### config.mk
export PLATFORM = sky130hd
export DESIGN_NAME = midi_message_encoder
export DESIGN_NICKNAME = d
export VERILOG_FILES = /design/src/design/midienc_pkg.sv /design/src/design/midienc_front.sv /design/src/design/midienc_queue.sv /design/src/design/midienc_back.sv /design/src/design/midi_message_encoder.sv
export SDC_FILE = /design/constraint.sdc
export NUM_CORES = 1
export LEC_CHECK = 0
export BUFFER_PORTS_ARGS = -buffer_cell sky130_fd_sc_hd__buf_2
export CAP_MARGIN = 15
export CORE_ASPECT_RATIO = 1.25
export CORE_MARGIN = 2
export CORE_UTILIZATION = 54
export CTS_CLUSTER_SIZE = 28
export DETAILED_ROUTE_END_ITERATION = 8
export GPL_TIMING_DRIVEN = 0
export PLACE_DENSITY = 0.85
export SLEW_MARGIN = 30
export SYNTH_ARGS = -nofsm -noshare
export SYNTH_HDL_FRONTEND = slang
export SYNTH_SLANG_ARGS = --single-unit
### constraint.sdc
create_clock -name clk -period 2.7 [get_ports clk]
set_input_delay 0.54 -clock clk [delete_from_list [all_inputs] [get_ports clk]]
set_output_delay 0.54 -clock clk [all_outputs]
set_load 0.03 [all_outputs]
### src/design/midienc_pkg.sv
package midienc_pkg;

	// Message kinds carried on the func field.
	localparam logic [3:0] FN_NOTE_ON   = 4'd0;
	localparam logic [3:0] FN_NOTE_OFF  = 4'd1;
	localparam logic [3:0] FN_PROGRAM   = 4'd2;
	localparam logic [3:0] FN_BANK_PRG  = 4'd3;
	localparam logic [3:0] FN_PAN       = 4'd4;
	localparam logic [3:0] FN_VOLUME    = 4'd5;
	localparam logic [3:0] FN_BEND_SENS = 4'd6;
	localparam logic [3:0] FN_BEND      = 4'd7;
	localparam logic [3:0] FN_GM_ON     = 4'd8;
	localparam logic [3:0] FN_GS_RESET  = 4'd9;
	localparam logic [3:0] FN_GS_DRUM   = 4'd10;

	// Status nibbles and fixed bytes of the protocol.
	localparam logic [3:0] ST_NOTE_ON  = 4'h9;
	localparam logic [3:0] ST_NOTE_OFF = 4'h8;
	localparam logic [3:0] ST_CTRL     = 4'hB;
	localparam logic [3:0] ST_PROGRAM  = 4'hC;
	localparam logic [3:0] ST_BEND     = 4'hE;
	localparam logic [7:0] SYX_START   = 8'hF0;
	localparam logic [7:0] SYX_END     = 8'hF7;
	localparam logic [7:0] CC_PAN      = 8'h0A;
	localparam logic [7:0] CC_VOLUME   = 8'h07;
	localparam logic [7:0] CC_DATA     = 8'h06;
	localparam logic [7:0] CC_RPN_LSB  = 8'h64;
	localparam logic [7:0] CC_RPN_MSB  = 8'h65;
	localparam logic [7:0] RPN_NULL    = 8'h7F;
	localparam logic [7:0] ROLAND_ID   = 8'h41;
	localparam logic [7:0] GS_MODEL    = 8'h42;
	localparam logic [7:0] DT1_CMD     = 8'h12;
	localparam logic [6:0] GS_ADDR_HI  = 7'h40;
	localparam logic [6:0] DRUM_ADDR   = 7'h15;

	// One classified request as it waits in the queue.
	typedef struct packed {
		logic [3:0] func;
		logic [3:0] ch;
		logic [3:0] count;
		logic [6:0] x;
		logic [6:0] y;
		logic [6:0] z;
		logic [6:0] w;
	} cmd_t;

	// Queue status seen by both sides.
	typedef struct packed {
		logic       full;
		logic       empty;
		logic [1:0] level;
	} qstat_t;

	// Clamp a signed value to 0..hi.
	function automatic logic [6:0] sat_hi(logic signed [16:0] v, logic [6:0] hi);
		logic signed [16:0] hi_s;
		hi_s = $signed({10'd0, hi});
		if (v < 17'sd0) begin
			return 7'd0;
		end else if (v > hi_s) begin
			return hi;
		end else begin
			return v[6:0];
		end
	endfunction

	// Byte number idx of the message stream for one request.
	function automatic logic [7:0] byte_at(cmd_t c, logic [3:0] idx);
		logic [7:0] cc;
		logic [7:0] res;
		cc = {ST_CTRL, c.ch};
		res = 8'h00;
		case (c.func)
			FN_NOTE_ON, FN_NOTE_OFF, FN_BEND: begin
				case (idx)
					4'd0: begin
						if (c.func == FN_NOTE_ON) begin
							res = {ST_NOTE_ON, c.ch};
						end else if (c.func == FN_NOTE_OFF) begin
							res = {ST_NOTE_OFF, c.ch};
						end else begin
							res = {ST_BEND, c.ch};
						end
					end
					4'd1: res = {1'b0, c.x};
					default: res = {1'b0, c.y};
				endcase
			end
			FN_PROGRAM: begin
				case (idx)
					4'd0: res = {ST_PROGRAM, c.ch};
					default: res = {1'b0, c.x};
				endcase
			end
			FN_BANK_PRG: begin
				case (idx)
					4'd0: res = cc;
					4'd1: res = 8'h00;
					4'd2: res = {1'b0, c.y};
					4'd3: res = {ST_PROGRAM, c.ch};
					default: res = {1'b0, c.x};
				endcase
			end
			FN_PAN, FN_VOLUME: begin
				case (idx)
					4'd0: res = cc;
					4'd1: res = (c.func == FN_PAN) ? CC_PAN : CC_VOLUME;
					default: res = {1'b0, c.x};
				endcase
			end
			FN_BEND_SENS: begin
				case (idx)
					4'd0, 4'd3, 4'd6, 4'd9, 4'd12: res = cc;
					4'd1, 4'd10: res = CC_RPN_LSB;
					4'd4, 4'd13: res = CC_RPN_MSB;
					4'd7: res = CC_DATA;
					4'd8: res = {1'b0, c.x};
					4'd11, 4'd14: res = RPN_NULL;
					default: res = 8'h00;
				endcase
			end
			FN_GM_ON: begin
				case (idx)
					4'd0: res = SYX_START;
					4'd1: res = 8'h7E;
					4'd2: res = 8'h7F;
					4'd3: res = 8'h09;
					4'd4: res = 8'h01;
					default: res = SYX_END;
				endcase
			end
			FN_GS_RESET, FN_GS_DRUM: begin
				case (idx)
					4'd0: res = SYX_START;
					4'd1: res = ROLAND_ID;
					4'd2: res = {1'b0, c.x};
					4'd3: res = GS_MODEL;
					4'd4: res = DT1_CMD;
					4'd5: res = {1'b0, GS_ADDR_HI};
					4'd6: res = {1'b0, c.y};
					4'd7: res = (c.func == FN_GS_DRUM) ? {1'b0, DRUM_ADDR} : 8'h7F;
					4'd8: res = {1'b0, c.z};
					4'd9: res = {1'b0, c.w};
					default: res = SYX_END;
				endcase
			end
			default: res = 8'h00;
		endcase
		return res;
	endfunction

endpackage

### src/design/midienc_front.sv
module midienc_front (
	input  logic               req_valid,
	output logic               req_ready,
	input  logic [3:0]         func,
	input  logic signed [15:0] track_number,
	input  logic signed [15:0] arg_a,
	input  logic signed [15:0] arg_b,
	input  logic signed [15:0] arg_c,
	input  midienc_pkg::qstat_t q_stat,
	output logic               push,
	output midienc_pkg::cmd_t  cmd
);
	import midienc_pkg::*;

	logic signed [16:0] trk_m1;
	logic signed [16:0] a_ext;
	logic signed [16:0] a_m1;
	logic signed [16:0] a_p64;
	logic signed [16:0] b_ext;
	logic signed [16:0] c_ext;
	logic [6:0]         ch7;
	logic [3:0]         ch;
	logic [6:0]         sa;
	logic [6:0]         sa_m1;
	logic [6:0]         sa_p64;
	logic [6:0]         sa_12;
	logic [6:0]         sb;
	logic [6:0]         mode;
	logic [6:0]         dev;
	logic [13:0]        bend;
	logic [6:0]         part;
	logic [6:0]         sum;
	logic [6:0]         csum;

	// Sign-extend the arguments so that offsets cannot wrap.
	assign trk_m1 = $signed({track_number[15], track_number}) - 17'sd1;
	assign a_ext  = $signed({arg_a[15], arg_a});
	assign a_m1   = a_ext - 17'sd1;
	assign a_p64  = a_ext + 17'sd64;
	assign b_ext  = $signed({arg_b[15], arg_b});
	assign c_ext  = $signed({arg_c[15], arg_c});

	// Saturate every argument to the range its message allows.
	assign ch7    = sat_hi(trk_m1, 7'd15);
	assign ch     = ch7[3:0];
	assign sa     = sat_hi(a_ext, 7'd127);
	assign sa_m1  = sat_hi(a_m1, 7'd127);
	assign sa_p64 = sat_hi(a_p64, 7'd127);
	assign sa_12  = sat_hi(a_ext, 7'd12);
	assign sb     = sat_hi(b_ext, 7'd127);
	assign mode   = sat_hi(b_ext, 7'd2);
	assign dev    = sat_hi(c_ext, 7'd31);

	// Pitch bend is clamped to 14 bits and offset to the center, which flips the top bit.
	always_comb begin
		if (arg_a < -16'sd8192) begin
			bend = 14'h0000;
		end else if (arg_a > 16'sd8191) begin
			bend = 14'h3FFF;
		end else begin
			bend = arg_a[13:0] ^ 14'h2000;
		end
	end

	// Drum part address: channel 10 is part 0x10, the rest follow in order from 0x11.
	always_comb begin
		if (ch == 4'd9) begin
			part = 7'h10;
		end else if (ch < 4'd9) begin
			part = 7'h11 + {3'd0, ch};
		end else begin
			part = 7'h10 + {3'd0, ch};
		end
	end

	// Checksum makes address plus data sum to zero modulo 128.
	assign sum  = GS_ADDR_HI + part + DRUM_ADDR + mode;
	assign csum = 7'd0 - sum;

	// Pack the request into the queue entry.
	always_comb begin
		cmd       = '0;
		cmd.func  = func;
		cmd.ch    = ch;
		case (func)
			FN_NOTE_ON: begin
				cmd.count = 4'd3;
				cmd.x     = sa;
				cmd.y     = sb;
			end
			FN_NOTE_OFF: begin
				cmd.count = 4'd3;
				cmd.x     = sa;
			end
			FN_PROGRAM: begin
				cmd.count = 4'd2;
				cmd.x     = sa_m1;
			end
			FN_BANK_PRG: begin
				cmd.count = 4'd5;
				cmd.x     = sa_m1;
				cmd.y     = sb;
			end
			FN_PAN: begin
				cmd.count = 4'd3;
				cmd.x     = sa_p64;
			end
			FN_VOLUME: begin
				cmd.count = 4'd3;
				cmd.x     = sa;
			end
			FN_BEND_SENS: begin
				cmd.count = 4'd15;
				cmd.x     = sa_12;
			end
			FN_BEND: begin
				cmd.count = 4'd3;
				cmd.x     = bend[6:0];
				cmd.y     = bend[13:7];
			end
			FN_GM_ON: begin
				cmd.count = 4'd6;
			end
			FN_GS_RESET: begin
				cmd.count = 4'd11;
				cmd.x     = dev;
				cmd.y     = 7'h00;
				cmd.z     = 7'h00;
				cmd.w     = ROLAND_ID[6:0];
			end
			FN_GS_DRUM: begin
				cmd.count = 4'd11;
				cmd.x     = dev;
				cmd.y     = part;
				cmd.z     = mode;
				cmd.w     = csum;
			end
			default: begin
				cmd.count = 4'd0;
			end
		endcase
	end

	// Unknown kinds are accepted and dropped; they produce no bytes.
	assign req_ready = !q_stat.full;
	assign push      = req_valid && req_ready && (cmd.count != 4'd0);

endmodule

### src/design/midienc_queue.sv
module midienc_queue (
	input  logic               clk,
	input  logic               arst_n,
	input  logic               push,
	input  midienc_pkg::cmd_t  wr_cmd,
	input  logic               pop,
	output midienc_pkg::cmd_t  rd_cmd,
	output midienc_pkg::qstat_t q_stat
);
	import midienc_pkg::*;

	cmd_t       entry_q [2];
	logic       wr_ptr_q;
	logic       rd_ptr_q;
	logic [1:0] level_q;
	logic       do_push;
	logic       do_pop;

	assign q_stat.full  = (level_q == 2'd2);
	assign q_stat.empty = (level_q == 2'd0);
	assign q_stat.level = level_q;
	assign do_push      = push && !q_stat.full;
	assign do_pop       = pop && !q_stat.empty;
	assign rd_cmd       = entry_q[rd_ptr_q];

	// Two-entry storage; payload needs no reset.
	always_ff @(posedge clk) begin
		if (do_push) begin
			entry_q[wr_ptr_q] <= wr_cmd;
		end
	end

	// Pointers and fill level.
	always_ff @(posedge clk or negedge arst_n) begin
		if (!arst_n) begin
			wr_ptr_q <= 1'b0;
			rd_ptr_q <= 1'b0;
			level_q  <= 2'd0;
		end else begin
			if (do_push) begin
				wr_ptr_q <= !wr_ptr_q;
			end
			if (do_pop) begin
				rd_ptr_q <= !rd_ptr_q;
			end
			case ({do_push, do_pop})
				2'b10: level_q <= level_q + 2'd1;
				2'b01: level_q <= level_q - 2'd1;
				default: level_q <= level_q;
			endcase
		end
	end

endmodule

### src/design/midienc_back.sv
module midienc_back (
	input  logic                clk,
	input  logic                arst_n,
	input  midienc_pkg::qstat_t q_stat,
	input  midienc_pkg::cmd_t   rd_cmd,
	output logic                pop,
	output logic                byte_valid,
	input  logic                byte_ready,
	output logic [7:0]          msg_byte,
	output logic                last_byte
);
	import midienc_pkg::*;

	typedef enum logic [1:0] {
		S_IDLE = 2'b01,
		S_EMIT = 2'b10
	} state_t;

	state_t     state_q;
	cmd_t       cur_q;
	logic [3:0] idx_q;
	logic       valid_q;
	logic [7:0] byte_q;
	logic       last_q;
	logic       can_load;
	logic       is_last;

	assign can_load   = !valid_q || byte_ready;
	assign is_last    = (idx_q == cur_q.count - 4'd1);
	assign pop        = (state_q == S_IDLE) && !q_stat.empty;
	assign byte_valid = valid_q;
	assign msg_byte   = byte_q;
	assign last_byte  = last_q;

	// Current request, taken from the queue when idle.
	always_ff @(posedge clk) begin
		if (pop) begin
			cur_q <= rd_cmd;
		end
	end

	// Output word register.
	always_ff @(posedge clk) begin
		if ((state_q == S_EMIT) && can_load) begin
			byte_q <= byte_at(cur_q, idx_q);
			last_q <= is_last;
		end
	end

	// Sequencer: one byte per cycle into the output register while the receiver takes them.
	always_ff @(posedge clk or negedge arst_n) begin
		if (!arst_n) begin
			state_q <= S_IDLE;
			idx_q   <= 4'd0;
			valid_q <= 1'b0;
		end else begin
			if (byte_valid && byte_ready) begin
				valid_q <= 1'b0;
			end
			case (state_q)
				S_IDLE: begin
					if (pop) begin
						idx_q   <= 4'd0;
						state_q <= S_EMIT;
					end
				end
				S_EMIT: begin
					if (can_load) begin
						valid_q <= 1'b1;
						idx_q   <= idx_q + 4'd1;
						if (is_last) begin
							state_q <= S_IDLE;
						end
					end
				end
				default: begin
					state_q <= S_IDLE;
				end
			endcase
		end
	end

endmodule

### src/design/midi_message_encoder.sv
// MIDI message encoder. Each request word names a message kind, a 1-based channel
// and up to three signed arguments, all saturated to their legal ranges; the block
// returns the message bytes one word at a time, with last_byte set on the final byte
// of the request. Unknown kinds (11 to 15) are accepted and produce no bytes. The
// front end classifies a request in the cycle it is accepted and places it in a
// two-entry queue, so up to two requests can wait while bytes are still going out.
// The back end emits one byte per cycle into an output register while the receiver
// keeps taking them, and passes through an idle state to fetch each request from the
// queue between requests; a request carries n bytes (2 to 15).
module midi_message_encoder (
	input  logic               clk,
	input  logic               arst_n,
	input  logic               req_valid,
	output logic               req_ready,
	input  logic [3:0]         func,
	input  logic signed [15:0] track_number,
	input  logic signed [15:0] arg_a,
	input  logic signed [15:0] arg_b,
	input  logic signed [15:0] arg_c,
	output logic               byte_valid,
	input  logic               byte_ready,
	output logic [7:0]         msg_byte,
	output logic               last_byte
);
	import midienc_pkg::*;

	cmd_t   wr_cmd;
	cmd_t   rd_cmd;
	qstat_t q_stat;
	logic   push;
	logic   pop;

	midienc_front u_front (
		.req_valid    (req_valid),
		.req_ready    (req_ready),
		.func         (func),
		.track_number (track_number),
		.arg_a        (arg_a),
		.arg_b        (arg_b),
		.arg_c        (arg_c),
		.q_stat       (q_stat),
		.push         (push),
		.cmd          (wr_cmd)
	);

	midienc_queue u_queue (
		.clk    (clk),
		.arst_n (arst_n),
		.push   (push),
		.wr_cmd (wr_cmd),
		.pop    (pop),
		.rd_cmd (rd_cmd),
		.q_stat (q_stat)
	);

	midienc_back u_back (
		.clk        (clk),
		.arst_n     (arst_n),
		.q_stat     (q_stat),
		.rd_cmd     (rd_cmd),
		.pop        (pop),
		.byte_valid (byte_valid),
		.byte_ready (byte_ready),
		.msg_byte   (msg_byte),
		.last_byte  (last_byte)
	);

	// The bytes of one request follow each other without a gap.
	a_no_gap: assert property (@(posedge clk) disable iff (!arst_n)
		byte_valid && byte_ready && !last_byte |=> byte_valid)
		else $error("gap inside a request's byte stream");

	// The queue never holds more than its two entries.
	a_level: assert property (@(posedge clk) disable iff (!arst_n)
		q_stat.level != 2'd3)
		else $error("queue level out of range");

	// An unknown kind never adds a queue entry.
	a_drop_unknown: assert property (@(posedge clk) disable iff (!arst_n)
		req_valid && req_ready && (func > FN_GS_DRUM) |=> q_stat.level <= $past(q_stat.level))
		else $error("unknown request entered the queue");

endmodule
Word level (Yosys, flattened, before mapping)
Memory sizes are Yosys's and may differ from the RTL's. A register that Yosys moved wholly into a read port is not among the register bits.
Cells that the tools add are included.

storage, ports and cells
  memories = 1
  register bits after elaboration = 20
  input port bits = 72
  bits in writable memories = 80
  word-level logic and storage cells = 167

cells by class
  reduce and logical (&&, ||, !) cells = 34
  equal/unequal tests = 44
  add/sub/neg operators = 13
  muxes and demuxes = 49
  magnitude comparators = 17
  bitwise operators = 1

memories
  name             words  bits a word  read ports  clocked after Yosys merged registers in  write ports  line                 text
  u_queue.entry_q  2      40           1           1                                        1            midienc_queue.sv:12  cmd_t entry_q [2];

operator list
  operator                                                                           number
  7-bit two-way mux                                                                  18
  8-bit one-hot mux with 10 select lines                                             1
  4-bit == test, second input constant                                               14
  8-bit one-hot mux with 7 select lines                                              1
  17-bit by 1-bit less-than comparator with 1-bit output, second input constant      3
  4-bit by 3-bit == test with 1-bit output, second input constant                    12
  16-bit by 1-bit less-than comparator with 1-bit output, second input constant      3
  8-bit one-hot mux with 6 select lines                                              1
  7-bit one-hot mux with 6 select lines                                              1
  8-bit one-hot mux with 5 select lines                                              1
  17-bit by 8-bit greater-than comparator with 1-bit output, second input constant   2
  16-bit by 2-bit subtractor with 17-bit output, second input constant               2
  16-bit by 8-bit greater-than comparator with 1-bit output, second input constant   2
  8-bit one-hot mux with 2 select lines                                              2
  8-bit one-hot mux with 4 select lines                                              1
  14-bit two-way mux                                                                 2
  14-bit one-hot mux with 2 select lines                                             1
  4-bit by 2-bit == test with 1-bit output, second input constant                    6
  4-bit one-hot mux with 6 select lines                                              1
  7-bit one-hot mux with 3 select lines                                              1
  4-bit two-way mux                                                                  5
  16-bit by 8-bit adder with 17-bit output, second input constant                    1
  17-bit by 5-bit greater-than comparator with 1-bit output, second input constant   1
  16-bit by 14-bit greater-than comparator with 1-bit output, second input constant  1
  other kinds (37)                                                                   75

Longest topological paths before layout
  word-level depth = 12
  gate-level depth with buffers = 24
  gate-level depth less buffers = 23

Modules after synthesis
From an unflattened synthesis, not the netlist that was laid out.

unflattened totals
  cells, all modules = 840
  area, all modules = 8989.9 um^2

by module, submodules not included
  module         times used  seq. area each (um^2)  cells an instance  area an instance (um^2)
  midienc_back   1           1647.8                 361                3515.9
  midienc_queue  1           2502.4                 143                3286.9
  midienc_front  1           0.0                    336                2187.1

Worst setup path after synthesis
No wires, ideal clock.

  kind = input -> register
  from = input port track_number[0]
  to = memory u_queue.entry_q[0][3] (netlist bit), data pin
  path buffers = 2
  slack = -1.934 ns
  cell stages on the path = 20
  setup time = 0.258 ns
  arrival = 4.376 ns
  cells stage by stage = buf_6 -> inv_1 -> ha_1 -> clkbuf_1 -> or4_1 -> nand3_1 -> nor4_2 -> a21oi_1 -> inv_1 -> ha_1 -> a21boi_0 -> o22ai_1 -> or2_2 -> nor4_1 -> a211oi_2 -> ha_1 -> ha_1 -> fa_1 -> xnor2_1 -> nor2_1

RTL lines
  item         line                        text
  from (decl)  midi_message_encoder.sv:16  input logic signed [15:0] track_number,
  to (decl)    midienc_queue.sv:12

==> flow_summary.json <==
{
  "status": "finished, violations left",
  "violations": "negative setup slack",
  "grt-ovfl-total": 0,
  "drc": 0,
  "synth_ff_type": "edfxtp_1",
  "async_reset_ff_share_pct": 7.857,
  "num_rows": 51,
  "final_util_pct": 67.87,
  "arrival_ps": 4330,
  "port_buffers": 77,
  "grt_max_degree": 31,
  "wl_per_cell_um": 19.71,
  "yosysWarnings": 0,
  "startpoint_type": "primary input",
  "synth-edff-count": 129,
  "fp.coreArea_sq_mm": 0.01551,
  "rsz0062_at_grt": "yes",
  "drt_iter0_drc": 679,
  "track_usage_pct": 28.53,
  "wl_mm": 23.38,
  "hold_viol": 0,
  "power_mw": 9.288,
  "cts_inserted_buffers": 17,
  "synthesis.instances": 827,
  "path_cells": "buf_6, or4_4, or3_4, nand3_4, nor4_4, buf_6, a21oi_4, inv_2, ha_4, a21boi_2, o22ai_2, or2_4, xnor2_2, o211ai_1, ha_2, inv_1, ha_4, a21o_1, a21oi_2, xnor2_1, nor2_1",
  "cp.required_ps": 2870,
  "slowest_delay_ps": 560,
  "worst_slew_pin_slew_ps": 721.3,
  "pin_count": 83,
  "grt_pass1_vias": 7085,
  "ys_top_cells_by_area": "edfxtp_1 46%, mux2_2 5.6%, ha_1 4.4%",
  "fillers": 1096,
  "vias": 7253,
  "p_leak_nw": 3.979,
  "via_per_inst": 6.116,
  "path_max_fanout": 4,
  "cts_tree": "done",
  "layout_setup_ws_ps": -1462,
  "end_kind": "flop",
  "die_h_um": 144.3,
  "slowest_stage": "or4_4",
  "min_period_over_period_pct": 154.1,
  "dp_hpwl_mm": 16.34,
  "syn_area_per_cell_sq_um": 10.28,
  "place.gp.congestion": 0.9658,
  "hold_class": "primary input to flop",
  "yosysMostFrequentCell": "edfxtp_1",
  "syn2layout_area_growth_pct": 23.76,
  "critical-path-top-delay-family": "simple AND/OR/NAND/NOR gates",
  "cts.path.max_buffers": 2,
  "hold_ws_ps": 343.8,
  "register_area_sq_mm": 0.004154,
  "grt_pass1_wl_mm": 36.87,
  "ant_nets": 0,
  "maxCapViolCount": 0,
  "fin_crit_ps": 4162,
  "fp.dieW_um": 116.2,
  "drv_slew": 0,
  "relSlewSlack_pct": 51.50,
  "cts_sinks": 140,
  "finalSetupViolCount": 18,
  "yosysUniqueCellTypes": 73,
  "seq_area_frac_synth_pct": 48.81,
  "path_clk_slew_ps": 60,
  "synthTopCellsByCount": "129 x edfxtp_1, 80 x nor2_1, 62 x nand2_1",
  "grt_antenna_before_repair": 0,
  "first_pass_iters": 7,
  "path_buf_inv": 4,
  "start_util_pct": 54.84,
  "cts_max_level": 4,
  "syn_area_sq_mm": 0.008503,
  "ys_seq_elements": 140,
  "clkLatencyLatePin_ps": 430,
  "drive_above_1_share_pct": 27.82,
  "clock-root-buffer": "clkbuf_16",
  "n_antenna_cell": 0,
  "nets": 1064,
  "fmax_ghz": 0.2403,
  "synth_area_leader_cell": "edfxtp_1",
  "crit_type": "primary input to flop",
  "power.density_mw_per_mm2": 882.5,
  "vdd_drop_max_mv": 0.5173,
  "multi_input_area_sq_mm": 0.004457,
  "synth_top_area_share_pct": 45.56,
  "final.setup.tns_ps": -15420,
  "clock-skew-final_ps": 16.46,
  "dieArea_sq_mm": 0.01677
}
power breakdown:
| group | total, mW | internal [mW] | switching [mW] |
|---|---|---|---|
| clock network | 2.30 | 1.37 | 0.925 |
| registers | 3.62 | 3.23 | 0.389 |
| logic | 3.37 | 1.38 | 2.00 |
metrics by stage:
stage,setup slack [ps],std cells,area (sq um)
floorplan,-1494,841,8726
finish,-1462,1186,10520
global route,-1591,1186,10520
global placement,-1953,1130,9376
detailed placement,-2074,1135,9523
CTS,-1313,1179,10380
cell usage in the layout, fill, tap and decap left out, types with 7 or more instances in the layout:
cell type / count
clkbuf_1: 22
o31ai_1: 7
mux2_2: 42
inv_1: 27
o22ai_1: 18
a211oi_1: 11
nand2b_1: 19
nand4_1: 7
a21o_1: 8
dfrtp_1: 7
ha_1: 23
clkbuf_2: 11
conb_1: 16
nor2_1: 74
a22oi_1: 7
edfxtp_1: 129
nand2_1: 62
buf_2: 77
a21oi_1: 39
nor4_1: 11
a31oi_1: 9
nor3_1: 17
nand3_1: 25
clkbuf_16: 17
o21a_1: 9
buf_4: 18
o21ai_0: 39
xnor2_1: 18
cell type report:
class                   instances  share of cell area, %
clock buffers                  17                  4.042
multi-input cells             623                  42.35
flip-flops and latches        140                  39.47
well taps                     212                  2.521
clock inverters                15                  1.546
repair buffers                102                  6.801
plain buffers                  45                  2.081
inverters                      32                  1.189
cells by family (layout without fill, tap and decap cells):
| family | Yosys count | count (layout) | synth area share (%) |
|---|---|---|---|
| AND/OR/NAND/NOR | 278 | 278 | 16.32 |
| AO/OA/AOI/OAI | 225 | 225 | 17.53 |
| flip-flops | 140 | 140 | 48.81 |
| buffers and inverters | 78 | 211 | 3.620 |
| multiplexers | 47 | 47 | 6.312 |
| adder cells (fa/ha/maj) | 31 | 31 | 4.650 |
| XOR/XNOR | 26 | 26 | 2.678 |
| other | 2 | 16 | 0.08832 |
sequential cells by signal, summed over array words and instances, names as in the netlist:
register and cells:
u_back.byte_valid 1, u_back.cur_q 40, u_back.idx_q 4, u_back.last_byte 1
u_back.msg_byte 8, u_back.state_q 2, u_queue.entry_q 80, u_queue.level_q 2
u_queue.rd_ptr_q 1, u_queue.wr_ptr_q 1
routing by layer:
metal	GRT usage, %	vias to the layer above	part of all wire [%]
met1	32.74	3457	38
met4	14.60	0	5.2
met2	51.59	333	52
met5	0	-	0
met3	3.646	86	4.8
li1	-	3377	-
worst paths after layout:
check / startpoint / endpoint / slack, ps / depth (start not counted)
hold / removal: func[0] / u_queue.entry_q[0][36] / 340 / 1
max in group asynchronous: arst_n / u_back.state_q[0] / 1930 / 2
hold reg to reg: u_back.state_q[0] / u_back.state_q[0] / 520 / 2
min in group asynchronous: arst_n / u_queue.level_q[1] / 510 / 2
setup reg to reg: u_back.idx_q[0] / u_back.msg_byte[2] / 80 / 8
setup / recovery: track_number[2] / u_queue.entry_q[1][4] / -1460 / 21
what timing repair did:
action	CTS	global route
buffers inserted	12	7
pin swaps	18	14
hold buffers	1	0
hold endpoints to repair	10	0
endpoints found under the setup margin	27	31
resized for setup	35	44
No activity file was read; power rests on OpenSTA's default activity.
